**config.mk**
```make
export PLATFORM = sky130hd
export DESIGN_NAME = hkv_ram
export DESIGN_NICKNAME = d
export VERILOG_FILES = /design/src/design/hkv_ram.sv
export SDC_FILE = /design/constraint.sdc
export NUM_CORES = 1
export LEC_CHECK = 0
export ABC_CLOCK_PERIOD_IN_PS = 1800
export CAP_MARGIN = 40
export CORE_MARGIN = 4
export CORE_UTILIZATION = 58
export DETAILED_ROUTE_END_ITERATION = 10
export DONT_BUFFER_PORTS = 1
export GPL_TIMING_DRIVEN = 0
export PLACE_DENSITY_LB_ADDON = 0.15
export SYNTH_ARGS = -nofsm -noshare
export SYNTH_HDL_FRONTEND = slang
export SYNTH_SLANG_ARGS = --single-unit
export TNS_END_PERCENT = 10
```
**constraint.sdc**
```tcl
create_clock -name i_clk -period 1.8 [get_ports i_clk]
set_input_delay 0.09 -clock i_clk [delete_from_list [all_inputs] [get_ports i_clk]]
set_output_delay 0.09 -clock i_clk [all_outputs]
set_load 0.02 [all_outputs]
```
**src/design/hkv_ram.sv**
```systemverilog
// Generic simple dual-port RAM with registered read.
module hkv_ram #(
    parameter int Width = 8,
    parameter int Depth = 16
) (
    input  logic                     i_clk,
    input  logic                     i_we,
    input  logic [$clog2(Depth)-1:0] i_waddr,
    input  logic [Width-1:0]         i_wdata,
    input  logic                     i_re,
    input  logic [$clog2(Depth)-1:0] i_raddr,
    output logic [Width-1:0]         o_rdata
);

    logic [Width-1:0] r_mem [Depth];
    logic [Width-1:0] r_rdata;

    always_ff @(posedge i_clk) begin
        if (i_we) begin
            r_mem[i_waddr] <= i_wdata;
        end
        if (i_re) begin
            r_rdata <= r_mem[i_raddr];
        end
    end

    assign o_rdata = r_rdata;

endmodule

```
==> impl_metrics.xml <==
<?xml version="1.0" encoding="UTF-8"?>
<metrics>
  <group name="timing">
    <metric name="max_slew.worst_pin.slew" unit="ns">0.804</metric>
    <metric name="clock.fmax" unit="GHz">0.638</metric>
    <metric name="fin_worst_hold_slack" unit="ns">0.0207</metric>
    <metric name="setup_violations" unit="">0</metric>
    <metric name="final_min_period_over_clock_period" unit="">0.871</metric>
    <metric name="timing.max_slew.rel_slack" unit="">0.462</metric>
    <metric name="rsz0062_at_grt" unit="">no</metric>
    <metric name="clock_skew" unit="ns">0.00408</metric>
    <metric name="setup_slack" unit="ns">0.233</metric>
    <metric name="final.setup.tns" unit="ns">0</metric>
    <metric name="finalMaxSlewViolations" unit="">0</metric>
    <metric name="timing.final.hold_violations" unit="">0</metric>
    <metric name="post-route-min-period" unit="ns">1.57</metric>
  </group>
  <group name="cts">
    <metric name="clock_root_buffer" unit="">sky130_fd_sc_hd__clkbuf_8</metric>
    <metric name="cts_num_sinks" unit="">136</metric>
    <metric name="clock_pin_slew_worst_setup_and_hold_paths" unit="ns">0.06</metric>
    <metric name="cts_max_path_buffers" unit="">2</metric>
    <metric name="post_cts.resized_instances" unit="">0</metric>
    <metric name="clk_latency" unit="ns">0.50</metric>
    <metric name="holdBufCountCts" unit="">12</metric>
    <metric name="cts-buffers-inserted" unit="">17</metric>
    <metric name="tritoncts" unit="">built</metric>
    <metric name="htree_num_levels" unit="">4</metric>
    <metric name="postCtsSetupRepairBufs" unit="">0</metric>
  </group>
  <group name="logic_synthesis">
    <metric name="synth.area.mux_share" unit="">0.148</metric>
    <metric name="ys_ff_latch" unit="">136</metric>
    <metric name="netlist-cell-type-count" unit="">18</metric>
    <metric name="synth_xor_area_frac" unit="">0</metric>
    <metric name="simple_gate_share_of_the_synthesized_area" unit="">0.0314</metric>
    <metric name="synthesized_nets" unit="">248</metric>
    <metric name="synthCells" unit="">229</metric>
    <metric name="synth_top_family_by_area" unit="">multiplexers</metric>
    <metric name="seq_area_frac_synth" unit="">0.781</metric>
    <metric name="synth.cell_area" unit="sq um">5230</metric>
    <metric name="synthDominantCellAreaShare" unit="">0.781</metric>
    <metric name="yosys_warnings" unit="">0</metric>
    <metric name="synth-compound-area-share" unit="">0.0230</metric>
    <metric name="synthAdderAreaFrac" unit="">0</metric>
    <metric name="synth.top_cells.by_area" unit="">sky130_fd_sc_hd__edfxtp_1 78%, sky130_fd_sc_hd__mux4_2 7.8%, sky130_fd_sc_hd__mux4_1 7.0%</metric>
    <metric name="synth_area_leader_cell" unit="">sky130_fd_sc_hd__edfxtp_1</metric>
    <metric name="syn_avg_cell_area" unit="sq um">22.8</metric>
  </group>
  <group name="grt">
    <metric name="global_route.usage.total" unit="">0.210</metric>
    <metric name="grt_max_degree" unit="">17</metric>
    <metric name="first_global_vias" unit="">2487</metric>
    <metric name="antenna_violations_before_repair" unit="">0</metric>
    <metric name="global_route_wire_length_before_repair" unit="microns">15100</metric>
    <metric name="globalRouteOverflowTotal" unit="">0</metric>
  </group>
  <group name="placement">
    <metric name="gp_congestion" unit="">0.745</metric>
    <metric name="dp_slack" unit="ns">0.163</metric>
    <metric name="place.detailed.hpwl" unit="microns">6120</metric>
    <metric name="dp_cells" unit="">341</metric>
    <metric name="buffer_ports.inserted" unit="">0</metric>
    <metric name="postPlaceCellArea" unit="sq um">5390</metric>
  </group>
  <group name="critical_path">
    <metric name="timing.setup.critical_path_class" unit="">reg -&gt; reg</metric>
    <metric name="largest_delay_share_family_worst_path" unit="">multiplexers</metric>
    <metric name="standard_cell_with_the_maximum_stage_delay_on_the_critical_path" unit="">sky130_fd_sc_hd__mux4_1</metric>
    <metric name="crit_required" unit="ns">2.05</metric>
    <metric name="setup.worst_path.start_class" unit="">flop</metric>
    <metric name="worstPathBufferInverterCount" unit="">0</metric>
    <metric name="critical_path_peak_fanout" unit="">1</metric>
    <metric name="path_cells" unit="">mux4_1, a22oi_1, nand2_1</metric>
    <metric name="critical_path.max_stage_delay" unit="ns">0.56</metric>
    <metric name="cp_data_arrival_time" unit="ns">1.82</metric>
    <metric name="setup.worst_path.end_class" unit="">flop</metric>
  </group>
  <group name="power">
    <metric name="p_per_area" unit="nW/um^2">1140</metric>
    <metric name="finalPower" unit="mW">6.80</metric>
    <metric name="vdd.ir_drop.worst" unit="mV">0.803</metric>
    <metric name="leakage" unit="nW">1.97</metric>
  </group>
  <group name="floorplanning">
    <metric name="die_h" unit="microns">103</metric>
    <metric name="core" unit="sq um">8760</metric>
    <metric name="fp.dieW" unit="microns">103</metric>
    <metric name="io_pins" unit="">27</metric>
    <metric name="total_number_of_placement_rows" unit="">34</metric>
    <metric name="initial_core_util" unit="">0.597</metric>
    <metric name="floorplan.die_area" unit="sq um">10600</metric>
  </group>
  <group name="routing">
    <metric name="detail_route.wirelength" unit="microns">9990</metric>
    <metric name="detail_route.iter0.violations" unit="">201</metric>
    <metric name="routed_len_inst" unit="microns">26.2</metric>
    <metric name="drt_pass1_iterations" unit="">5</metric>
    <metric name="vias_per_cell" unit="">6.30</metric>
    <metric name="vias" unit="">2399</metric>
    <metric name="detail_route.drc_violations" unit="">0</metric>
    <metric name="antenna_left" unit="">0</metric>
  </group>
  <group name="finish">
    <metric name="fin_nets" unit="">283</metric>
    <metric name="post_route_cells_drive_above_1_share" unit="">0.194</metric>
    <metric name="fillCellCount" unit="">548</metric>
    <metric name="final_instance_count_excl_fillers" unit="">381</metric>
    <metric name="antenna_cells_inserted" unit="">0</metric>
    <metric name="seqCellArea" unit="sq um">4080</metric>
    <metric name="multi_input_comb_area" unit="sq um">1060</metric>
    <metric name="fin_area" unit="sq um">5990</metric>
    <metric name="syn_to_final_growth" unit="%">14.6</metric>
    <metric name="final_core_util" unit="">0.684</metric>
  </group>
  <group name="min_path">
    <metric name="worst_hold_path_type" unit="">in -&gt; reg</metric>
  </group>
  <group name="run">
    <metric name="timing.max_cap.violations" unit="">0</metric>
  </group>
  <group name="outcome">
    <metric name="outcome" unit="">complete, no violations</metric>
  </group>
</metrics>
[cell families (layout without fill, tap and decap cells)]
group	after synthesis	in the layout
DFF	136	136
AOI/OAI and AO/OA	16	16
buffers and inverters	10	54
and+or+nand+nor	35	35
muxes	32	32
[cell usage after synthesis]
cell type,instances
sky130_fd_sc_hd__nand3b_1,2
sky130_fd_sc_hd__a22oi_1,16
sky130_fd_sc_hd__mux4_2,18
sky130_fd_sc_hd__nand2_1,9
sky130_fd_sc_hd__nor2b_1,1
sky130_fd_sc_hd__buf_4,1
sky130_fd_sc_hd__buf_6,3
sky130_fd_sc_hd__nand3_1,1
sky130_fd_sc_hd__buf_2,3
sky130_fd_sc_hd__or3b_2,1
sky130_fd_sc_hd__nor2_1,13
sky130_fd_sc_hd__clkdlybuf4s25_2,3
sky130_fd_sc_hd__and2b_1,1
sky130_fd_sc_hd__edfxtp_1,136
sky130_fd_sc_hd__nor3_1,4
sky130_fd_sc_hd__mux4_1,14
sky130_fd_sc_hd__nand2b_1,2
sky130_fd_sc_hd__and2_1,1
[final timing paths]
| check | start | to | slack [ns] | cells past startpoint |
|---|---|---|---|---|
| worst max-delay path | r_mem[5][0] | o_rdata[0] | 0.23 | 3 |
| worst min-delay path | i_raddr[1] | o_rdata[0] | 0.02 | 3 |
| worst max register to register | r_mem[5][0] | o_rdata[0] | 0.23 | 3 |
| worst min register to register | r_mem[11][1] | o_rdata[1] | 0.79 | 3 |
[placed cells by master, fill, tap and decap left out]
master                            count
sky130_fd_sc_hd__edfxtp_1           136
sky130_fd_sc_hd__mux4_2              18
sky130_fd_sc_hd__a22oi_1             16
sky130_fd_sc_hd__clkbuf_16           16
sky130_fd_sc_hd__mux4_1              14
sky130_fd_sc_hd__nor2_1              13
sky130_fd_sc_hd__dlygate4sd3_1       12
sky130_fd_sc_hd__nand2_1              9
sky130_fd_sc_hd__clkinv_1             6
sky130_fd_sc_hd__buf_2                5
sky130_fd_sc_hd__nor3_1               4
sky130_fd_sc_hd__buf_6                3
sky130_fd_sc_hd__clkdlybuf4s25_2      3
sky130_fd_sc_hd__buf_4                3
sky130_fd_sc_hd__nand3b_1             2
sky130_fd_sc_hd__nand2b_1             2
sky130_fd_sc_hd__clkbuf_1             2
sky130_fd_sc_hd__clkinv_2             2
sky130_fd_sc_hd__nor2b_1              1
sky130_fd_sc_hd__and2_1               1
sky130_fd_sc_hd__and2b_1              1
sky130_fd_sc_hd__nand3_1              1
sky130_fd_sc_hd__or3b_2               1
sky130_fd_sc_hd__clkbuf_8             1
sky130_fd_sc_hd__bufinv_16            1
[registers in the layout, indices dropped and copies added, names as in the netlist]
signal	count
o_rdata	8
r_mem	128
[layout make-up]
type / count / share of cell area
flip-flops and latches: 136 / 0.682
multi-input cells: 83 / 0.176
clock buffers: 19 / 0.0704
repair buffers: 16 / 0.0242
well taps: 108 / 0.0226
plain buffers: 10 / 0.0144
clock inverters: 9 / 0.0104
[metal layers]
metal	up-vias	wire length [microns]	track usage
met5	-	0	0
li1	1051	-	-
met3	13	754	0.0494
met2	111	4990	0.324
met1	1224	4080	0.295
met4	0	164	0.0857
[report_power, final]
| part | switching (mW) | total, mW | internal (mW) |
|---|---|---|---|
| sequential | 0.0366 | 3.61 | 3.57 |
| combinational | 0.180 | 0.312 | 0.132 |
| clock | 1.12 | 2.88 | 1.76 |
| total | 1.34 | 6.80 | 5.47 |
[worst reg2reg max path: cells and delay by family, from the launching register on]
| kind | cells | cell delay (ns) |
|---|---|---|
| AO/OA/AOI/OAI | 1 | 0.26 |
| flip-flops | 1 | 0.39 |
| AND/OR/NAND/NOR | 1 | 0.10 |
| multiplexers | 1 | 0.56 |
No activity file was read; power rests on OpenSTA's default activity.
